File: src/hdl/clb_pkg.sv
// Shared types and constants for the compacting list buffer.
// Beat payloads, request and status codes, and the controller/datapath links.
// No dependencies.
`timescale 1ns / 1ps

package clb_pkg;

  // Store geometry
  localparam int CAPACITY = 256;
  localparam int CNT_W    = $clog2(CAPACITY + 1);
  localparam int ADDR_W   = $clog2(CAPACITY);

  // Request kinds
  localparam logic [1:0] KIND_APPEND = 2'd0;
  localparam logic [1:0] KIND_DELETE = 2'd1;
  localparam logic [1:0] KIND_READ   = 2'd2;
  localparam logic [1:0] KIND_NOP    = 2'd3;

  // Result status codes
  localparam logic [1:0] ST_OK    = 2'd0;
  localparam logic [1:0] ST_RANGE = 2'd1;
  localparam logic [1:0] ST_FULL  = 2'd2;

  // Request beat
  typedef struct packed {
    logic        [1:0]  kind;
    logic signed [31:0] value;
    logic        [7:0]  position;
  } in_t;

  // Result beat
  typedef struct packed {
    logic        [1:0]  status;
    logic signed [31:0] read_value;
    logic        [8:0]  fill_count;
  } out_t;

  // Controller to datapath commands
  typedef struct packed {
    logic load;      // request beat accepted this cycle
    logic shift_en;  // walk the entries after the deleted position
    logic commit;    // update the store and load the result register
  } cmd_t;

  // Datapath to controller status
  typedef struct packed {
    logic is_shift;    // incoming request is a delete inside the fill count
    logic shift_done;  // every later entry has been moved down
    logic out_free;    // result register can take a new beat
  } sts_t;

endpackage

File: src/hdl/clb_ctrl.sv
// Controller of the compacting list buffer: sequences accept, shift and
// commit of one request at a time.
// Depends on clb_pkg.
`timescale 1ns / 1ps

module clb_ctrl (
  input  logic          clk,
  input  logic          rst_n,
  input  logic          in_valid,
  output logic          in_stall,
  input  clb_pkg::sts_t sts,
  output clb_pkg::cmd_t cmd
);

  typedef enum logic [1:0] {
    S_IDLE,
    S_SHIFT,
    S_FINISH
  } state_t;

  state_t state_r;
  logic   accept;

  assign accept   = in_valid && (state_r == S_IDLE);
  assign in_stall = (state_r != S_IDLE);

  // Commands follow the current state
  assign cmd.load     = accept;
  assign cmd.shift_en = (state_r == S_SHIFT);
  assign cmd.commit   = (state_r == S_FINISH) && sts.out_free;

  // Advance the request through its phases
  always_ff @(posedge clk) begin
    if (!rst_n) begin
      state_r <= S_IDLE;
    end else begin
      unique case (state_r)
        S_IDLE: begin
          if (accept) state_r <= sts.is_shift ? S_SHIFT : S_FINISH;
        end
        S_SHIFT: begin
          if (sts.shift_done) state_r <= S_FINISH;
        end
        S_FINISH: begin
          if (sts.out_free) state_r <= S_IDLE;
        end
        default: state_r <= S_IDLE;
      endcase
    end
  end

endmodule

File: config.mk
export PLATFORM = sky130hd
export DESIGN_NAME = clb_ctrl
export DESIGN_NICKNAME = d
export VERILOG_FILES = /design/src/hdl/clb_pkg.sv /design/src/hdl/clb_ctrl.sv
export SDC_FILE = /design/constraint.sdc
export NUM_CORES = 1
export LEC_CHECK = 0
export BUFFER_PORTS_ARGS = -buffer_cell sky130_fd_sc_hd__buf_2
export CAP_MARGIN = 0
export CORE_AREA = 5 5 42 44
export CTS_BUF_LIST = sky130_fd_sc_hd__clkbuf_8
export DETAILED_ROUTE_END_ITERATION = 8
export DIE_AREA = 0 0 47 49
export GPL_TIMING_DRIVEN = 0
export HOLD_SLACK_MARGIN = 0.06
export SKIP_LAST_GASP = 1
export SLEW_MARGIN = 25
export SYNTH_ARGS = -nofsm -noshare
export SYNTH_HDL_FRONTEND = slang
export SYNTH_SLANG_ARGS = --single-unit
File: constraint.sdc
create_clock -name clk -period 1 [get_ports clk]
set_input_delay 0.3 -clock clk [delete_from_list [all_inputs] [get_ports clk]]
set_output_delay 0.3 -clock clk [all_outputs]
set_load 0.02 [all_outputs]
==> results of run 1 <==
## through the flow
step           instances  util [%]  hold slack, ns
6_report              46      20.4           0.334
5_1_grt               46      20.4           0.330
4_1_cts               46      19.9           0.334
3_5_place_dp          42      14.5           0.548
3_3_place_gp          42      14.5           0.540
2_1_floorplan         17         -           0.428
## kinds of logic after synthesis
logic type	share of synthesized area (%)
buffers and inverters	8.33
AND/OR/NAND/NOR	51.9
flip-flops	29.6
AO/OA/AOI/OAI	10.2
## critical path, stage by stage, from the launching register on
cell and delay (ns):
dfxtp_4 0.33, or2_4 0.24, nor2_4 0.08, buf_6 0.12
## what timing repair did
action                     4_1_cts  5_1_grt
setup endpoints to repair        5        5
hold buffers                     0        0
buffers inserted                 2        0
resized for setup               10        2
pin swaps                        1        2
## worst paths after layout
path,startpoint,to,slack (ns),cells after the start
worst max-delay path,state_r[0]$_SDFFE_PN0P_,cmd[2],-0.28,3
worst min-delay path,rst_n,state_r[1]$_SDFFE_PN0P_,0.33,2
worst max register to register,state_r[1]$_SDFFE_PN0P_,state_r[1]$_SDFFE_PN0P_,-0.02,3
worst min register to register,state_r[1]$_SDFFE_PN0P_,state_r[0]$_SDFFE_PN0P_,0.62,3
## routing by layer
layer | up-vias | global-route usage (%) | routed length, um | share of wire [%]
met3 | 0 | 3.32 | 62 | 14
met4 | 0 | 5.53 | 0 | 0
met1 | 76 | 3.50 | 146 | 33
met2 | 8 | 7.47 | 238 | 53
met5 | - | 0 | 0 | 0
li1 | 84 | - | - | -
## final cells by class
type	instances	area [um2]	share of cell area, %
clock buffers	3	41.3	14.5
inverters	1	3.75	1.32
multi-input cells	13	93.8	32.9
well taps	16	20.0	7.02
flip-flops and latches	2	45.0	15.8
repair buffers	11	81.3	28.5
## power by group
group          switching (mW)  internal [mW]  leakage [nW]
registers             0.00395         0.0857        0.0175
logic                  0.0475         0.0557        0.0959
clock network          0.0622          0.254        0.0216
## cells in the mapped netlist (all sizes together)
library cell and number:
buf 1, nand2 1, inv 1, and2b 1, nand3b 1, and3b 1
nor3b 1, nor4b 1, nor2 2, o31a 1, a21oi 1, or2 1
nand2b 2, dfxtp 2
==> impl_metrics.json, run 1 <==
{
  "gp_congestion": 0.633,
  "hpwl_um": 311,
  "grt_start_max_net_pins": 8,
  "path_max_fanout": 2,
  "maxCapViolCount": 0,
  "avgSynthCellArea_um2": 7.95,
  "finalNetCount": 38,
  "path_clk_slew_ns": 0.03,
  "vias": 168,
  "rsz0062_at_grt": "true",
  "violations": "setup timing",
  "routed_via_density": 3.65,
  "fin_skew_ns": 0.000275,
  "die_w_um": 47,
  "fill_cells": 165,
  "tns_ns": -1.02,
  "clock_latency_ns": 0.21,
  "finalHoldViolations": 0,
  "setup_viol": 5,
  "grt_usage_pct": 4.92,
  "die_area_um2": 2300,
  "p_per_area_nw_per_um2": 1790,
  "finalWirelength_um": 447,
  "maxSlewHeadroom_pct": 80.8,
  "cts_root_buf": "clkbuf_8",
  "design.core.area_um2": 1400,
  "worstSetupEndpointType": "primary output",
  "rows": 14,
  "syn_inst": 17,
  "cts_buffers": 3,
  "status": "finished with violations",
  "tightest_slew_ns": 0.283,
  "antenna_found_initial": 0,
  "ys_seq_area_share_pct": 29.6,
  "drtAntennaViolNets": 0,
  "die_height_um": 49,
  "path_class": "reg -> out",
  "maxSlewViolCount": 0,
  "cp.required_ns": 0.70,
  "leakage_nw": 0.135,
  "crit_arrival_ns": 0.98,
  "yosys_warnings": 0,
  "grt_pass1_vias": 179,
  "clock.fmax_mhz": 782,
  "dpl_worst_slack_ns": -0.233,
  "stdcell_area_um2": 285,
  "min_period_ns": 1.28,
  "cts_tree": "yes",
  "hold_class": "in -> reg",
  "reg.largest.list": "state_r x2",
  "syn_to_final_growth_pct": 111,
  "power_uw": 509,
  "grt_pass1_wl_um": 717,
  "clock_path_buffers": 2,
  "synth_top_cell_by_area": "dfxtp_1",
  "dr.pass1.iters": 2,
  "largest_reg_flops": 2,
  "cts_sinks": 2,
  "worst_slack_ns": -0.279,
  "placed_area_um2": 203,
  "layout_common_cells": "buf_2 (5), clkbuf_8 (3), buf_4 (3), buf_6 (3), nand2b_1 (2)",
  "synth_cell_types": 14,
  "gr-total-overflow": 0,
  "wl_per_cell_um": 9.72,
  "ys_ff_latch": 2,
  "antennaDiodeCount": 0,
  "synth_top_cell_area_share_pct": 29.6,
  "drive_above_1_share_pct": 60.0,
  "startpoint_type": "flip-flop",
  "timing.final.crit_share_pct": 128,
  "syn_nets": 23,
  "drt_iter0_drc": 4,
  "portBuffers": 9,
  "layout_commonest_cell": "buf_2",
  "drc_errors": 0,
  "netlist_area_um2": 135,
  "ys_top_cells_by_area": "dfxtp_1 (30%), nand2b_1 (9.3%), and3b_1 (6.5%), nor4b_1 (6.5%), o31a_1 (6.5%)",
  "htree_levels": 1,
  "worst_ir_drop_vdd_v": 0.000429,
  "floorplan.initialDensity_pct": 9.64,
  "max_flop_register": "state_r",
  "ios": 10
}
(Power assumes the default switching activity.)
==> run 2: changes to the inputs <==
--- a/config.mk
+++ b/config.mk
@@ -5,6 +5,7 @@
 export SDC_FILE = /design/constraint.sdc
 export NUM_CORES = 1
 export LEC_CHECK = 0
+export ABC_AREA = 1
 export BUFFER_PORTS_ARGS = -buffer_cell sky130_fd_sc_hd__buf_2
 export CAP_MARGIN = 0
 export CORE_AREA = 5 5 42 44
==> impl_metrics.json, run 2 <==
{
  "placed_area_um2": 224,
  "ys_ff_latch": 2,
  "startpoint_type": "flip-flop",
  "path_clk_slew_ns": 0.03,
  "syn_nets": 32,
  "synth-async-reset-ratio_pct": 0,
  "synth_cell_types": 9,
  "maxCapViolCount": 0,
  "min_period_ns": 1.22,
  "die_height_um": 49,
  "syn_inst": 26,
  "die_area_um2": 2300,
  "crit_arrival_ns": 0.92,
  "largest_reg_flops": 2,
  "clock_latency_ns": 0.21,
  "switching_power_uw": 156,
  "layout_common_cells": "nand2_1 (6), buf_2 (6), inv_1 (5), buf_4 (5)",
  "setup_viol": 6,
  "drtAntennaViolNets": 0,
  "r2r_cells": 6,
  "antenna_found_initial": 0,
  "tns_ns": -0.814,
  "worstSetupEndpointType": "primary output",
  "ios": 10,
  "grt_pass1_vias": 174,
  "dr.pass1.iters": 1,
  "portBuffers": 9,
  "hold_class": "in -> reg",
  "clock.fmax_mhz": 818,
  "status": "finished with violations",
  "synth_most_common_cell": "inv_1",
  "vias": 197,
  "wl_per_cell_um": 7.95,
  "leakage_nw": 0.179,
  "ys.flop_type": "dfxtp_1",
  "grt_usage_pct": 4.85,
  "synthTopCellsByCount": "inv_1 (8), nand2_1 (6), nor2_1 (3)",
  "floorplan.initialDensity_pct": 10.3,
  "grt_start_max_net_pins": 5,
  "routed_via_density": 3.46,
  "cts_root_buf": "clkbuf_8",
  "design.core.area_um2": 1400,
  "timing.final.crit_share_pct": 122,
  "p_comb_share_pct": 29.0,
  "finalWirelength_um": 453,
  "maxSlewHeadroom_pct": 90.1,
  "gr-total-overflow": 0,
  "cts_sinks": 2,
  "cts_buffers": 3,
  "antennaDiodeCount": 0,
  "syn_to_final_growth_pct": 135,
  "cp.required_ns": 0.70,
  "seqPwrFrac_pct": 17.5,
  "finalHoldViolations": 0,
  "netlist_area_um2": 144,
  "fin_skew_ns": 0.00262,
  "path_class": "reg -> out",
  "drc_errors": 0,
  "avgSynthCellArea_um2": 5.53,
  "gp_congestion": 0.742,
  "drive_above_1_share_pct": 70.7,
  "hpwl_um": 314,
  "grt_pass1_wl_um": 690,
  "p_per_area_nw_per_um2": 1710,
  "fin_hold_ws_ns": 0.309,
  "clkPwrFrac_pct": 53.5,
  "violations": "setup timing",
  "reg.largest.list": "state_r x2",
  "drt_iter0_drc": 0,
  "finalNetCount": 49,
  "rows": 14,
  "die_w_um": 47,
  "stdcell_area_um2": 338,
  "max_flop_register": "state_r",
  "fill_cells": 164,
  "holdPathStages": 3,
  "tightest_slew_ns": 0.149,
  "stdcell_count": 57,
  "worst_slack_ns": -0.222,
  "synth_top_cell_area_share_pct": 27.8,
  "p_sw_share_pct": 26.9,
  "clock_path_buffers": 2,
  "cts_tree": "yes",
  "holdBufCountCts": 0,
  "rsz0062_at_grt": "true",
  "yosys_warnings": 0,
  "path_max_fanout": 3,
  "power_uw": 578,
  "worst_ir_drop_vdd_v": 0.000338,
  "htree_levels": 1,
  "p_int_uw": 423,
  "maxSlewViolCount": 0,
  "synth_edf_count": 0,
  "synth_top_cell_by_area": "dfxtp_1",
  "place_inst": 51,
  "ys_seq_area_share_pct": 27.8,
  "ys_top_cells_by_area": "dfxtp_1 (28%), inv_1 (21%), nand2_1 (16%), nor2_1 (7.8%), nand3_1 (7.0%)"
}
==> run 2: cell type report <==
cell class	instances	area [um2]	share of cell area [%]
Clock buffer	3	41.3	12.2
Inverter	8	30.0	8.89
Multi-Input combinational cell	15	109	32.2
Sequential cell	2	47.5	14.1
Tap cell	16	20.0	5.93
Timing Repair Buffer	13	90.1	26.7
==> run 2: final timing paths <==
| path | start | end | slack, ns |
|---|---|---|---|
| max | state_r[1]$_SDFFE_PN0P_ | cmd[2] | -0.22 |
| min | rst_n | state_r[1]$_SDFFE_PN0P_ | 0.31 |
| max reg2reg | state_r[0]$_SDFFE_PN0P_ | state_r[1]$_SDFFE_PN0P_ | -0.02 |
| min reg2reg | state_r[1]$_SDFFE_PN0P_ | state_r[0]$_SDFFE_PN0P_ | 0.59 |
==> run 2: kinds of logic (layout without fill, tap and decap cells) <==
family,count (synthesis),in the layout,share of synthesized area [%]
AOI/OAI and AO/OA,2,2,8.69
DFF,2,2,27.8
and+or+nand+nor,13,13,37.4
buffers and inverters,9,24,26.1
==> run 2: power by group through the flow <==
| stage | combinational, mW | clock [mW] | sequential, mW |
|---|---|---|---|
| finish | 0.168 | 0.309 | 0.101 |
| global route | 0.185 | 0.339 | 0.103 |
| CTS | 0.141 | 0.324 | 0.101 |
| detailed placement | 0.116 | 0 | 0.103 |
| global placement | 0.115 | 0 | 0.103 |
| floorplan | 0.0824 | 0 | 0.101 |
==> run 2: what timing repair did <==
| action | 4_1_cts | 5_1_grt |
|---|---|---|
| resized for setup | 10 | 6 |
| hold endpoints to repair | 0 | 0 |
| endpoints found under the setup margin | 4 | 6 |
| pin swaps | 4 | 2 |
| buffers inserted | 3 | 1 |
==> run 2: critical path: stages, from the launching register on <==
cell     delay [ns]
dfxtp_4        0.35
nor2_4         0.12
inv_2          0.04
nor2_2         0.09
buf_6          0.12
==> run 2: per-stage QoR <==
stage                     setup WS, ns  util, %
after floorplan                -0.0423        -
after global placement          -0.126     16.0
after detailed placement        -0.138     16.0
after CTS                       -0.252     21.6
after global routing            -0.278     24.1
final                           -0.222     24.1
==> run 2: per-layer routing <==
metal  track usage [%]  vias up  wire [um]
met5                 0        -          0
met4              6.91        0          0
met3              3.32        0         37
met2              6.33        5        266
met1              3.72       86        149
li1                  -      106          -
==> run 3: changes to the inputs <==
--- a/config.mk
+++ b/config.mk
@@ -14,6 +14,7 @@
 export DIE_AREA = 0 0 47 49
 export GPL_TIMING_DRIVEN = 0
 export HOLD_SLACK_MARGIN = 0.06
+export PLACE_DENSITY = 0.3
 export SKIP_LAST_GASP = 1
 export SLEW_MARGIN = 25
 export SYNTH_ARGS = -nofsm -noshare
==> impl_metrics.json, run 3 (same netlist as run 2, synthesis figures left out) <==
{
  "cts_buffers": 3,
  "drtAntennaViolNets": 0,
  "worstSetupEndpointType": "primary output",
  "crit_arrival_ns": 0.90,
  "clock_path_buffers": 2,
  "violations": "setup timing",
  "fin_hold_ws_ns": 0.291,
  "holdBufCountCts": 0,
  "cp_slowest_cell": "dfxtp_4",
  "tightest_slew_ns": 0.161,
  "p_per_area_nw_per_um2": 1850,
  "cp_slowest_stage_delay_ns": 0.35,
  "fin_skew_ns": 0.00184,
  "worst_slack_ns": -0.202,
  "cts_tree": "yes",
  "min_from": "rst_n",
  "path_class": "reg -> out",
  "crit_chain": "nor2_4 -> inv_2 -> nor2_4 -> buf_6",
  "portBuffers": 9,
  "drive_above_1_share_pct": 56.4,
  "hold_class": "in -> reg",
  "status": "finished with violations",
  "htree_levels": 1,
  "syn_to_final_growth_pct": 110,
  "grt_start_max_net_pins": 5,
  "die_w_um": 47,
  "ios": 10,
  "largest_reg_flops": 2,
  "die_area_um2": 2300,
  "routed_via_density": 3.53,
  "layout_common_cells": "inv_1 (6), nand2_1 (6), buf_2 (6)",
  "finalHoldViolations": 0,
  "cts_root_buf": "clkbuf_8",
  "fin_util_pct": 21.5,
  "floorplan.initialDensity_pct": 10.3,
  "clock.fmax_mhz": 832,
  "cp-startpoint": "state_r[1]$_SDFFE_PN0P_",
  "reg2reg_from": "state_r[0]$_SDFFE_PN0P_",
  "gr-total-overflow": 0,
  "grt_pass1_vias": 180,
  "drc_errors": 0,
  "setup_viol": 4,
  "antennaDiodeCount": 0,
  "cp.required_ns": 0.70,
  "min_period_ns": 1.20,
  "grt_pass1_wl_um": 710,
  "rsz0062_at_grt": "true",
  "critPathTopFamily": "flip-flops",
  "finalWirelength_um": 420,
  "path_max_fanout": 3,
  "max_flop_register": "state_r",
  "cts_sinks": 2,
  "vias": 194,
  "maxCapViolCount": 0,
  "leakage_nw": 0.168,
  "rows": 14,
  "design.core.area_um2": 1400,
  "die_height_um": 49,
  "path_buf_inv": 2,
  "dr.pass1.iters": 4,
  "tns_ns": -0.737,
  "startpoint_type": "flip-flop",
  "antenna_found_initial": 0,
  "drt_iter0_drc": 5,
  "reg.largest.list": "state_r x2",
  "path_common_cell": "nor2_4",
  "gp_congestion": 0.658,
  "worst_ir_drop_vdd_v": 0.000506,
  "path_clk_slew_ns": 0.03,
  "clock_latency_ns": 0.21,
  "hpwl_um": 318,
  "timing.final.crit_share_pct": 120,
  "maxSlewViolCount": 0,
  "grt_usage_pct": 4.43,
  "maxSlewHeadroom_pct": 89.2,
  "wl_per_cell_um": 7.64,
  "finalNetCount": 47
}
[run 3: final cells by class]
class                      count  area (um2)
clock buffer                   3        41.3
sequential                     2        47.5
fill                         169        1100
timing repair buffer          11        71.3
inverter                       8        30.0
tap                           16        20.0
multi-input combinational     15        91.3
[run 3: path summary, 6_finish.rpt]
| check | cells past startpoint | to | slack, ns |
|---|---|---|---|
| min reg2reg | 3 | state_r[0]$_SDFFE_PN0P_ | 0.60 |
| max reg2reg | 5 | state_r[1]$_SDFFE_PN0P_ | 0.01 |
| min | 3 | state_r[1]$_SDFFE_PN0P_ | 0.29 |
| max | 4 | cmd[2] | -0.20 |
[run 3: power breakdown]
part	internal (mW)	switching [mW]
clock network	0.254	0.0577
registers	0.0891	0.0119
logic	0.0657	0.0786
total	0.409	0.148
[run 3: timing repair]
| item | 4_1_cts | 5_1_grt |
|---|---|---|
| pin swaps | 3 | 1 |
| endpoints found under the setup margin | 4 | 6 |
| gates resized for setup | 8 | 2 |
| setup buffers | 2 | 0 |
[run 3: worst register-to-register path, stage by stage (launching register included)]
cell and delay [ns]:
dfxtp_4 0.35, buf_4 0.14, nor3_2 0.19, o21bai_1 0.14, nand2_1 0.06, inv_1 0.04
[run 3: metal layers]
| metal | track usage [%] | wire length [um] | vias up |
|---|---|---|---|
| met3 | 3.69 | 57 | 2 |
| met1 | 4.60 | 151 | 82 |
| met5 | 0 | 0 | - |
| met2 | 5.88 | 204 | 8 |
| met4 | 2.76 | 8 | 0 |
| li1 | - | - | 102 |
[run 3: stage by stage]
stage               power [mW]  setup WS (ns)  cell area, um2  instances
global placement         0.223         -0.136             224         51
detailed placement       0.220         -0.131             224         51
CTS                      0.564         -0.237             292         55
global route             0.596         -0.265             302         55
finish                   0.557         -0.202             302         55
floorplan                0.184        -0.0423             159         26
